===== src/rtl/tgc_pkg.sv =====
// Shared constants, gesture codes and register types for the touch gesture classifier.
// No dependencies; every other file references this package by scoped names.
`default_nettype none

package tgc_pkg;

   localparam int COORD_BITS = 12;
   localparam int POS_BITS = 12;
   localparam int POS_USED_BITS = (COORD_BITS < POS_BITS) ? COORD_BITS : POS_BITS;
   localparam int TIME_BITS = 32;
   localparam int MS_BITS = 16;
   localparam int THR_BITS = 12;
   localparam int CMP_BITS = (COORD_BITS > THR_BITS) ? COORD_BITS : THR_BITS;
   localparam int GEST_BITS = 3;

   localparam int CSR_INDEX_BITS = 2;
   localparam int CSR_DATA_BITS = 16;

   localparam logic [CSR_INDEX_BITS-1:0] CSR_TAP_LIMIT = 2'd0;
   localparam logic [CSR_INDEX_BITS-1:0] CSR_LONG_PRESS = 2'd1;
   localparam logic [CSR_INDEX_BITS-1:0] CSR_MOVE_THR = 2'd2;

   localparam logic [MS_BITS-1:0] TAP_LIMIT_RESET = 16'd300;
   localparam logic [MS_BITS-1:0] LONG_PRESS_RESET = 16'd800;
   localparam logic [THR_BITS-1:0] MOVE_THR_RESET = 12'd10;

   localparam logic [GEST_BITS-1:0] GEST_NONE = 3'd0;
   localparam logic [GEST_BITS-1:0] GEST_TAP = 3'd1;
   localparam logic [GEST_BITS-1:0] GEST_LONG = 3'd2;
   localparam logic [GEST_BITS-1:0] GEST_DSTART = 3'd3;
   localparam logic [GEST_BITS-1:0] GEST_DMOVE = 3'd4;
   localparam logic [GEST_BITS-1:0] GEST_DEND = 3'd5;

   typedef struct packed {
      logic [MS_BITS-1:0] tap_limit_ms;
      logic [MS_BITS-1:0] long_press_ms;
      logic [THR_BITS-1:0] move_threshold;
   } cfg_type;

   typedef struct packed {
      logic touched;
      logic [POS_BITS-1:0] pos_x;
      logic [POS_BITS-1:0] pos_y;
      logic [TIME_BITS-1:0] now_ms;
   } poll_type;

endpackage

`default_nettype wire


===== src/rtl/tgc_if.sv =====
// Valid/ready channel interfaces for touch polls and gesture results.
// Depends on tgc_pkg for field widths.
`default_nettype none

interface tgc_req_if;
   logic valid;
   logic ready;
   logic touched;
   logic [tgc_pkg::POS_BITS-1:0] pos_x;
   logic [tgc_pkg::POS_BITS-1:0] pos_y;
   logic [tgc_pkg::TIME_BITS-1:0] now_ms;

   modport source (output valid, output touched, output pos_x, output pos_y,
                   output now_ms, input ready);
   modport sink (input valid, input touched, input pos_x, input pos_y,
                 input now_ms, output ready);
endinterface

interface tgc_rsp_if;
   logic valid;
   logic ready;
   logic [tgc_pkg::GEST_BITS-1:0] gesture;

   modport source (output valid, output gesture, input ready);
   modport sink (input valid, input gesture, output ready);
endinterface

`default_nettype wire


===== src/rtl/touch_gesture_classifier.sv =====
// Top level of the touch gesture classifier: config registers, poll register, result register.
// Depends on tgc_pkg, tgc_req_if / tgc_rsp_if and tgc_core.
//
//   channel  dir  beat payload                          handshake
//   req_chan in   touched, pos_x, pos_y, now_ms         valid/ready
//   rsp_chan out  gesture                               valid/ready
//   csr_*    in   csr_index, csr_wdata                  csr_we, no stall
//
// One poll per clock while rsp is not stalled; a req beat passes the poll register, then the
// result register, before rsp valid rises.
// Synchronous active-high reset clears valids, press state and loads register defaults.
// A stalled rsp holds the result register; the poll register then takes a beat only if it is empty.
`default_nettype none

module touch_gesture_classifier (
   input  wire logic                                 clock,
   input  wire logic                                 reset,
   tgc_req_if.sink                                   req_chan,
   tgc_rsp_if.source                                 rsp_chan,
   input  wire logic                                 csr_we,
   input  wire logic [tgc_pkg::CSR_INDEX_BITS-1:0]   csr_index,
   input  wire logic [tgc_pkg::CSR_DATA_BITS-1:0]    csr_wdata
);

   tgc_pkg::cfg_type                  cfg_ff;
   tgc_pkg::poll_type                 poll_ff;
   logic                              poll_valid_ff;
   logic                              out_valid_ff;
   logic [tgc_pkg::GEST_BITS-1:0]     gesture_ff;
   logic [tgc_pkg::GEST_BITS-1:0]     gesture_in;
   logic                              advance;
   logic                              req_fire;

   assign advance = !out_valid_ff || rsp_chan.ready;
   assign req_chan.ready = !poll_valid_ff || advance;
   assign req_fire = req_chan.valid && req_chan.ready;
   assign rsp_chan.valid = out_valid_ff;
   assign rsp_chan.gesture = gesture_ff;

   always_ff @(posedge clock) begin
      if (reset) begin
         cfg_ff.tap_limit_ms <= tgc_pkg::TAP_LIMIT_RESET;
         cfg_ff.long_press_ms <= tgc_pkg::LONG_PRESS_RESET;
         cfg_ff.move_threshold <= tgc_pkg::MOVE_THR_RESET;
      end else if (csr_we) begin
         unique case (csr_index)
            tgc_pkg::CSR_TAP_LIMIT: cfg_ff.tap_limit_ms <= csr_wdata;
            tgc_pkg::CSR_LONG_PRESS: cfg_ff.long_press_ms <= csr_wdata;
            tgc_pkg::CSR_MOVE_THR:
               cfg_ff.move_threshold <= csr_wdata[tgc_pkg::THR_BITS-1:0];
            default: ;
         endcase
      end
   end

   always_ff @(posedge clock) begin
      if (reset) begin
         poll_valid_ff <= 1'b0;
         out_valid_ff <= 1'b0;
      end else begin
         if (req_chan.ready) begin
            poll_valid_ff <= req_chan.valid;
         end
         if (advance) begin
            out_valid_ff <= poll_valid_ff;
         end
      end
   end

   always_ff @(posedge clock) begin
      if (req_fire) begin
         poll_ff.touched <= req_chan.touched;
         poll_ff.pos_x <= req_chan.pos_x;
         poll_ff.pos_y <= req_chan.pos_y;
         poll_ff.now_ms <= req_chan.now_ms;
      end
      if (advance && poll_valid_ff) begin
         gesture_ff <= gesture_in;
      end
   end

   tgc_core u_core (
      .clock   (clock),
      .reset   (reset),
      .enable  (advance && poll_valid_ff),
      .poll    (poll_ff),
      .cfg     (cfg_ff),
      .gesture (gesture_in)
   );

   a_gesture_range: assert property (@(posedge clock) disable iff (reset)
      out_valid_ff |-> (gesture_ff <= tgc_pkg::GEST_DEND))
      else $error("gesture code out of range");

   a_poll_held: assert property (@(posedge clock) disable iff (reset)
      (poll_valid_ff && !advance) |=> (poll_valid_ff && $stable(poll_ff)))
      else $error("stalled poll lost");

   a_poll_moves: assert property (@(posedge clock) disable iff (reset)
      (poll_valid_ff && advance) |=> out_valid_ff)
      else $error("classified poll gave no result");

   a_reset_empty: assert property (@(posedge clock)
      $past(reset) |-> (!out_valid_ff && !poll_valid_ff))
      else $error("valid set after reset");

endmodule

`default_nettype wire


===== src/rtl/tgc_core.sv =====
// Gesture decision logic and press tracking state; one registered poll per enabled cycle.
// Depends on tgc_pkg.
`default_nettype none

module tgc_core (
   input  wire logic                            clock,
   input  wire logic                            reset,
   input  wire logic                            enable,
   input  wire tgc_pkg::poll_type               poll,
   input  wire tgc_pkg::cfg_type                cfg,
   output logic [tgc_pkg::GEST_BITS-1:0]        gesture
);

   logic                               was_pressed_ff, was_pressed_in;
   logic                               dragging_ff, dragging_in;
   logic [tgc_pkg::COORD_BITS-1:0]     start_x_ff, start_x_in;
   logic [tgc_pkg::COORD_BITS-1:0]     start_y_ff, start_y_in;
   logic [tgc_pkg::TIME_BITS-1:0]      start_time_ff, start_time_in;

   logic [tgc_pkg::COORD_BITS-1:0]     cur_x, cur_y, dx, dy;
   logic [tgc_pkg::CMP_BITS-1:0]       dx_w, dy_w, thr_w;
   logic [tgc_pkg::TIME_BITS-1:0]      held;
   logic                               still, moved;

   assign cur_x = tgc_pkg::COORD_BITS'(poll.pos_x[tgc_pkg::POS_USED_BITS-1:0]);
   assign cur_y = tgc_pkg::COORD_BITS'(poll.pos_y[tgc_pkg::POS_USED_BITS-1:0]);
   assign dx = (cur_x >= start_x_ff) ? cur_x - start_x_ff : start_x_ff - cur_x;
   assign dy = (cur_y >= start_y_ff) ? cur_y - start_y_ff : start_y_ff - cur_y;
   assign dx_w = tgc_pkg::CMP_BITS'(dx);
   assign dy_w = tgc_pkg::CMP_BITS'(dy);
   assign thr_w = tgc_pkg::CMP_BITS'(cfg.move_threshold);
   assign held = poll.now_ms - start_time_ff;
   assign still = (dx_w < thr_w) && (dy_w < thr_w);
   assign moved = (dx_w > thr_w) || (dy_w > thr_w);

   always_comb begin
      gesture = tgc_pkg::GEST_NONE;
      was_pressed_in = poll.touched;
      dragging_in = dragging_ff;
      start_x_in = start_x_ff;
      start_y_in = start_y_ff;
      start_time_in = start_time_ff;
      unique case ({poll.touched, was_pressed_ff})
         2'b10: begin
            start_x_in = cur_x;
            start_y_in = cur_y;
            start_time_in = poll.now_ms;
            dragging_in = 1'b0;
         end
         2'b11: begin
            priority if (!dragging_ff && (held > tgc_pkg::TIME_BITS'(cfg.long_press_ms))
                         && still) begin
               gesture = tgc_pkg::GEST_LONG;
            end else if (moved) begin
               if (!dragging_ff) begin
                  gesture = tgc_pkg::GEST_DSTART;
                  dragging_in = 1'b1;
               end else begin
                  gesture = tgc_pkg::GEST_DMOVE;
               end
            end else begin
               gesture = tgc_pkg::GEST_NONE;
            end
         end
         2'b01: begin
            priority if (dragging_ff) begin
               gesture = tgc_pkg::GEST_DEND;
            end else if (held < tgc_pkg::TIME_BITS'(cfg.tap_limit_ms)) begin
               gesture = tgc_pkg::GEST_TAP;
            end else begin
               gesture = tgc_pkg::GEST_NONE;
            end
            dragging_in = 1'b0;
            start_time_in = '0;
         end
         2'b00: begin
            gesture = tgc_pkg::GEST_NONE;
         end
         default: begin
            gesture = tgc_pkg::GEST_NONE;
         end
      endcase
   end

   always_ff @(posedge clock) begin
      if (reset) begin
         was_pressed_ff <= 1'b0;
         dragging_ff <= 1'b0;
         start_x_ff <= '0;
         start_y_ff <= '0;
         start_time_ff <= '0;
      end else if (enable) begin
         was_pressed_ff <= was_pressed_in;
         dragging_ff <= dragging_in;
         start_x_ff <= start_x_in;
         start_y_ff <= start_y_in;
         start_time_ff <= start_time_in;
      end
   end

   a_drag_needs_press: assert property (@(posedge clock) disable iff (reset)
      dragging_ff |-> was_pressed_ff)
      else $error("dragging without a held press");

   a_dstart_sets_drag: assert property (@(posedge clock) disable iff (reset)
      (enable && gesture == tgc_pkg::GEST_DSTART) |=> dragging_ff)
      else $error("drag start did not set dragging");

   a_release_clears: assert property (@(posedge clock) disable iff (reset)
      (enable && !poll.touched) |=> (!dragging_ff && !was_pressed_ff))
      else $error("release left press state set");

endmodule

`default_nettype wire


===== src/flat_wrapper.sv =====
// flat-port wrapper written by rule: the top's interface ports become plain ports
module touch_gesture_classifier_flat 
  (clock, reset, csr_we, csr_index, csr_wdata, req_chan_valid, req_chan_touched, req_chan_pos_x, req_chan_pos_y, req_chan_now_ms, req_chan_ready, rsp_chan_valid, rsp_chan_gesture, rsp_chan_ready);
  tgc_req_if req_chan_i ();
  tgc_rsp_if rsp_chan_i ();
  input  wire logic clock;
  input  wire logic reset;
  input  wire logic csr_we;
  input  wire logic [tgc_pkg::CSR_INDEX_BITS-1:0] csr_index;
  input  wire logic [tgc_pkg::CSR_DATA_BITS-1:0] csr_wdata;
  input wire logic [$bits(req_chan_i.valid)-1:0] req_chan_valid;
  input wire logic [$bits(req_chan_i.touched)-1:0] req_chan_touched;
  input wire logic [$bits(req_chan_i.pos_x)-1:0] req_chan_pos_x;
  input wire logic [$bits(req_chan_i.pos_y)-1:0] req_chan_pos_y;
  input wire logic [$bits(req_chan_i.now_ms)-1:0] req_chan_now_ms;
  output wire logic [$bits(req_chan_i.ready)-1:0] req_chan_ready;
  output wire logic [$bits(rsp_chan_i.valid)-1:0] rsp_chan_valid;
  output wire logic [$bits(rsp_chan_i.gesture)-1:0] rsp_chan_gesture;
  input wire logic [$bits(rsp_chan_i.ready)-1:0] rsp_chan_ready;
  assign req_chan_i.valid = req_chan_valid;
  assign req_chan_i.touched = req_chan_touched;
  assign req_chan_i.pos_x = req_chan_pos_x;
  assign req_chan_i.pos_y = req_chan_pos_y;
  assign req_chan_i.now_ms = req_chan_now_ms;
  assign req_chan_ready = req_chan_i.ready;
  assign rsp_chan_valid = rsp_chan_i.valid;
  assign rsp_chan_gesture = rsp_chan_i.gesture;
  assign rsp_chan_i.ready = rsp_chan_ready;
  touch_gesture_classifier u_core (.clock(clock), .reset(reset), .req_chan(req_chan_i), .rsp_chan(rsp_chan_i), .csr_we(csr_we), .csr_index(csr_index), .csr_wdata(csr_wdata));
endmodule

===== config.mk =====
export PLATFORM = sky130hd
export DESIGN_NAME = touch_gesture_classifier_flat
export DESIGN_NICKNAME = d
export VERILOG_FILES = /design/src/rtl/tgc_pkg.sv /design/src/rtl/tgc_if.sv /design/src/rtl/touch_gesture_classifier.sv /design/src/rtl/tgc_core.sv /design/src/flat_wrapper.sv
export SDC_FILE = /design/constraint.sdc
export NUM_CORES = 1
export LEC_CHECK = 0
export BUFFER_PORTS_ARGS = -buffer_cell sky130_fd_sc_hd__buf_2
export CORE_UTILIZATION = 62
export DETAILED_ROUTE_END_ITERATION = 12
export PLACE_DENSITY = 0.88
export SYNTH_ARGS = -nofsm -noshare
export SYNTH_HDL_FRONTEND = slang
export SYNTH_SLANG_ARGS = --single-unit
export TNS_END_PERCENT = 10

===== constraint.sdc =====
create_clock -name clock -period 7.28 [get_ports clock]
set_clock_uncertainty 0.05 [all_clocks]
set_input_delay 0.728 -clock clock [delete_from_list [all_inputs] [get_ports clock]]
set_output_delay 0.728 -clock clock [all_outputs]
set_load 0.03 [all_outputs]

# After elaboration in Yosys (flattened, before gate mapping)
# Cells that the tools add are included.
[totals] reg_bits=164 inputBits=80 output_inout_bits=5 wordCells=68
[op_classes] n_addsub=5 order_cmp=8 n_eq_ne=7 n_mux=12 reduce_logical=21
[ops] operator="$pmux 32 s2" n=1
[ops] operator="$sub 12x12->12" n=4
[ops] operator="$gt 32x16->1" n=1
[ops] operator="$lt 32x16->1" n=1
[ops] operator="$sub 32x32->32" n=1
[ops] operator="$ge 12x12->1" n=2
[ops] operator="$gt 12x12->1" n=2
[ops] operator="$lt 12x12->1" n=2
[ops] operator="$mux 12" n=2
[ops] operator="$mux 3" n=4
[ops] operator="$reduce_and 2->1" n=5
[ops] operator="$eq 2x2->1 const B" n=3
[ops] operator="$pmux 3 s2" n=1
[ops] operator="$logic_and 1x1->1" n=5
[ops] operator="$eq 2x1->1 const B" n=2
[ops] operator="$ne 2x2->1 const B" n=2
[ops] operator="$reduce_and 4->1" n=1
[ops] operator="$reduce_bool 2->1" n=2
[ops] operator="$logic_not 1->1" n=3
[ops] operator="$logic_or 1x1->1" n=3
[ops] operator="$mux 1" n=3
[ops] operator="$logic_not 2->1" n=1
[ops] operator="$pmux 1 s2" n=1
[ops] operator="$reduce_or 2->1" n=1

# Depth between registers and ports, before layout
[depth] depth_word=7 mapped_depth=24 ltp_nobuf=23

# Hierarchy
# A second synthesis with hierarchy kept.
[hier_totals] hier_cells=1310 area_unflattened_um2=11467.2
[modules_own_cells] module="tgc_core" n_inst=1 cells_each=1067 area_each_um2=7766.2
[modules_own_cells] module="touch_gesture_classifier" n_inst=1 cells_each=243 area_each_um2=3701.0

# Worst setup path after synthesis
# No wires, ideal clock.
[synth_timing] path_kind="flip-flop to flip-flop" startpoint="register u_core.poll_ff[44] in the netlist's numbering" endpoint="register u_core.gesture_ff (netlist bit u_core.rsp_chan.gesture[1]), data pin" arrival_ps=5133 required_time_ps=6973 setup_slack_ps=1840 stages_incl_launch_ff=22 path_buffers=0 period_less_slack_ps=5440 path_cell_list="edfxtp_1 inv_1 ha_1 inv_1 fa_1 a21o_1 a21oi_1 o21ai_0 a2111oi_0 o21ai_0 nand2_1 mux2i_1 xnor2_1 ha_1 a21o_1 a21o_1 a21oi_1 nor2_1 a2111oi_0 o22ai_1 or4b_2 o2111a_1"
[synth_via] elab_chain_len=7
[synth_rtl] element="start: declaration" line="touch_gesture_classifier.sv:26" source="tgc_pkg::poll_type poll_ff;"
[synth_rtl] element="$sub 12x12->12 / $ge 12x12->1 (equally long branches)" line="tgc_core.sv:27" source="assign dx = (cur_x >= start_x_ff) ? cur_x - start_x_ff : start_x_ff - cur_x;"
[synth_rtl] element="$mux 12 (*)" line="tgc_core.sv:27"
[synth_rtl] element="$gt 12x12->1 / $lt 12x12->1 (equally long branches)" line="tgc_core.sv:34, tgc_core.sv:33"
[synth_rtl] element="$logic_or 1x1->1 / $logic_and 1x1->1 (equally long branches)" line="tgc_core.sv:34, tgc_core.sv:33"
[synth_rtl] element="$mux 3 / $logic_and 1x1->1 (equally long branches)" line="tgc_core.sv:54, tgc_core.sv:52"
[synth_rtl] element="$mux 3 (*)" line="tgc_core.sv:51" source="priority if (!dragging_ff && (held > tgc_pkg::TIME_BITS'(cfg.long_press_ms))"
[synth_rtl] element="$pmux 3 s2 (*)" line="tgc_core.sv:43" source="unique case ({poll.touched, was_pressed_ff})"
[synth_rtl] element="named net u_core.gesture_in (one bit)" line="touch_gesture_classifier.sv:30" source="logic [tgc_pkg::GEST_BITS-1:0] gesture_in;"
[synth_rtl] element="end signal: assignment" line="touch_gesture_classifier.sv:78" source="gesture_ff <= gesture_in;"
[synth_rtl] element="end: declaration" line="touch_gesture_classifier.sv:29" source="logic [tgc_pkg::GEST_BITS-1:0] gesture_ff;"
# The timed path passes the listed nets; every way through them passes the cells marked *.
# A chain may end at the register's enable or synchronous reset.

# Final worst setup path
# Ends and elaborated chain as after synthesis.

==> summary.md <==
| Metric | Value |
|---|---|
| # diodes | 0 |
| WL final | roughly 25,000 um |
| Port Buffer Count | 84 |
| CTS H-tree depth | 4 |
| Clock share of power | between 30% and 40% |
| EDFF count, synth | 60 |
| Slowest CP cell | or4b_2 |
| Final hold vios | 0 |
| Worst Tran Pin Value | approximately 1.1 ns |
| FP Rows | 48 |
| # resized after CTS | 0 |
| Via count | 9,547 |
| Switching pwr | about 800 uW |
| Cell Chain, Critical Path | inv_1, ha_1, inv_1, fa_1, a21o_1, a21oi_1, o21ai_0, a2111oi_0, o21ai_0, nand2_1, mux2i_1, xnor2_1, ha_1, a21o_1, a21o_1, a21oi_1, nor2_1, a2111oi_0, o22ai_1, or4b_2, o2111a_1 |
| Layout cells sized above 1 | a little over a tenth |
| Die Wd | 136.7 um |
| Most frequent CP cell | a21o_1 |
| Commonest non-fill, non-tap cells in the layout | nand2_1 (176), a21oi_1 (161), inv_1 (148), ha_1 (136), dfxtp_1 (104) |
| Primary FF master, synth | dfxtp_1 |
| DIE AREA | between 15,000 and 20,000 sq um |
| Leakage power | around 5 nW |
| First DRT Iteration DRCs | 571 |
| Commonest non-fill, non-tap cell in the layout | nand2_1 |
| Yosys reg bits | approximately 160 |
| First-pass GRT wire length | slightly above 40,000 um |
| Post-synthesis sequential area ratio | between 30% and 40% |
| TritonCTS clock tree | done |
| R2r worst-path depth | 21 |
| Sequential power share | around 40% |
| Relative slew slack | about a quarter |
| Reg-to-Reg End | u_core.rsp_chan.gesture[1] |
| Initial Util | 64.18% |
| Tot GR Track Use | around 28% |
| DR WL/cell | ~16 um |
| Arrival @ worst endpoint | approximately 6.3 ns |
| Clock tree buffer depth | 2 |
| Hold endpoint | u_core.cfg_ff[7] |
| Clk sinks | about 160 |
| Setup CP Type | reg2reg |
| Root Driver | clkbuf_16 |
| Switching portion of total power | between 30% and 40% |
| Max incr delay on CP | approximately 0.73 ns |
| WHS Path Cells | 2 |
| Vias in the first global route | 9,056 |
| Post-DRT Antenna Nets | 0 |
| Asr flop ratio synth | 0% |
| Fin crit period | slightly above 6 ns |
| Combinational share of power | 23.8% |
| Final net count | approximately 1,600 |
| Syn Nets | roughly 1,600 |
| IO Count | 85 |
| Initial antenna violation count | 1 |
| Post-Synthesis Cell Area | between 10,000 and 15,000 sq um |
| GPL Wtd Cong | ~0.9 |
| CTS Buf Count | 17 |
| Core area | ~18,000 sq um |
| Pwr dens | a little over 200 nW/um^2 |
| # setup viols final | 0 |
| Reg2Reg Launch Point | u_core.poll_ff[44] |
| Detailed-route DRC error count | 0 |
| Fin crit share | approximately 85% |
| Post-CTS Hold Buffers | 0 |
| DP HPWL | ~18,000 um |
| Clk slew on worst S/H paths | roughly 0.070 ns |
| Via density | between 5 and 6 |
| CP required | 7.41 ns |
| Maxcap violations | 0 |
| YS warnings | 0 |
| CP max FO | 10 |
| Yosys cell types | slightly above 70 |
| Setup crit start kind | register |
| Overflow left after global routing | 0 |
| Fmax | ~0.16 GHz |
| VDD IR max | approximately 0.00025 V |
| Placed Cells | between 1,500 and 2,000 |
| Post-Syn Instances | 1,342 |
| Internal power | 1.762 mW |
| Setup bufs post-CTS | 0 |
| Worst-skew pair later-pin latency | 0.44 ns |
| Synth-to-Final Area Change | 9.360% |
| Setup TNS | 0 ns |
| Outcome | completed |
| RSZ-0062 raised after global routing | false |
| Final Non-Filler Cells | about 1,600 |
| Largest net degree at the start of global routing | about 110 |
| Slew Limit Fails | 0 |
| Post-Syn Area per Cell | about 8.4 sq um |
| Pre-Repair DR Iteration Count | 5 |
| Hold Startpoint | u_core.cfg_ff[7] |
| Reg2Reg Setup Slack | 1.09 ns |
| Type of the tightest min-delay check | reg2reg |
| Die Y | about 140 um |
| Crit. End Element | register |
==> worst max-delay path by stage <==
stage / start / end / depth (start not counted)
finish: u_core.poll_ff[44] / u_core.rsp_chan.gesture[1] / 21
global route: u_core.poll_ff[44] / u_core.rsp_chan.gesture[1] / 21
CTS: u_core.poll_ff[44] / u_core.rsp_chan.gesture[1] / 21
detailed placement: u_core.poll_ff[44] / u_core.rsp_chan.gesture[1] / 21
global placement: u_core.poll_ff[44] / u_core.rsp_chan.gesture[1] / 21
floorplan: u_core.poll_ff[44] / u_core.rsp_chan.gesture[1] / 21
==> worst max-delay path, delay by kind of cell, from the launching register on <==
kind                     cells  cell delay (ns)
AO/OA/AOI/OAI               11             2.73
XOR/XNOR                     1             0.18
adder cells (fa/ha/maj)      3             0.81
buffers and inverters        2             0.14
flip-flops                   1             0.42
multiplexers                 1             0.42
AND/OR/NAND/NOR              3             1.18
==> state kept, by name (all words and copies together), names as in the netlist <==
register                      cells
u_core.poll_ff                   57
u_core.cfg_ff                    44
u_core.u_core.start_time_ff      32
u_core.u_core.start_x_ff         12
u_core.u_core.start_y_ff         12
u_core.rsp_chan.gesture           3
u_core.poll_valid_ff              1
u_core.rsp_chan.valid             1
u_core.u_core.dragging_ff         1
u_core.u_core.was_pressed_ff      1
==> cell families (layout without fill, tap and decap cells) <==
kind of cell | Yosys count | in the layout | synth area share [%]
AND/OR/NAND/NOR | 417 | 417 | 17.77
AO/OA/AOI/OAI | 346 | 346 | 19.09
buffers and inverters | 212 | 269 | 7.503
flip-flops | 164 | 164 | 34.50
adder cells (fa/ha/maj) | 141 | 141 | 16.01
multiplexers | 23 | 23 | 2.090
XOR/XNOR | 39 | 39 | 3.035
==> area by class of cell <==
class,count,area (sq um)
Tap cell,225,281.5
Timing Repair Buffer,89,457.9
Clock buffer,17,425.4
Multi-Input combinational cell,966,6536
Fill cell,1416,5228
Clock inverter,15,168.9
Inverter,148,555.5
Sequential cell,164,3884
==> cell usage after synthesis (3+ instances only) <==
cell	number	area share, %
nand2_1	177	5.9
a21oi_1	161	7.2
inv_1	148	4.9
ha_1	136	15
dfxtp_1	104	18
nor2_1	84	2.8
edfxtp_1	60	16
clkbuf_1	56	1.9
a21o_1	42	2.8
o21ai_0	41	1.8
nor3b_1	34	2.3
nand4_1	30	1.7
xnor2_1	22	1.7
mux2i_1	19	1.7
nor3_1	17	0.76
xor2_1	17	1.3
nor2b_1	15	0.83
o211ai_1	15	1.0
nand3_1	12	0.53
a211oi_1	11	0.73
o21a_1	11	0.73
a31oi_1	10	0.56
nand2b_1	8	0.44
a211o_1	7	0.54
a2111oi_0	6	0.47
and2_1	6	0.33
or2_2	6	0.33
fa_1	5	0.89
nor4_1	5	0.28
mux2_2	4	0.40
o21bai_1	4	0.27
or3_1	4	0.22
a21boi_0	3	0.20
buf_1	3	0.10
nand3b_1	3	0.20
o41ai_1	3	0.23
==> layer usage <==
metal / vias to the layer above / wire length [um] / global-route usage [%]
li1: 4756 / - / -
met1: 4456 / 10750 / 32.92
met2: 274 / 12610 / 50.45
met3: 59 / 1211 / 4.333
met4: 2 / 711 / 11.17
met5: - / 12 / 0
==> stage by stage <==
step / area [sq um] / util (%) / setup WS, ns / power [mW] / hold slack [ns]
final: 12310 / 70.19 / 1.089 / 2.544 / 0.4072
after global routing: 12310 / 70.19 / 0.5460 / 2.666 / 0.4011
after CTS: 12310 / 70.19 / 1.176 / 2.548 / 0.4051
after detailed placement: 11720 / 66.80 / 1.254 / 1.631 / 0.3970
after global placement: 11720 / 66.80 / 1.435 / 1.611 / 0.3921
after floorplan: 11260 / - / 1.840 / 1.487 / 0.3836
==> power groups by stage <==
stage	clock network, mW	logic (mW)	registers, mW
global placement	0	0.574	1.04
CTS	0.929	0.601	1.02
finish	0.919	0.606	1.02
floorplan	0	0.452	1.03
detailed placement	0	0.592	1.04
global route	0.960	0.681	1.02
Note: power is estimated with default switching activity, not from simulation.
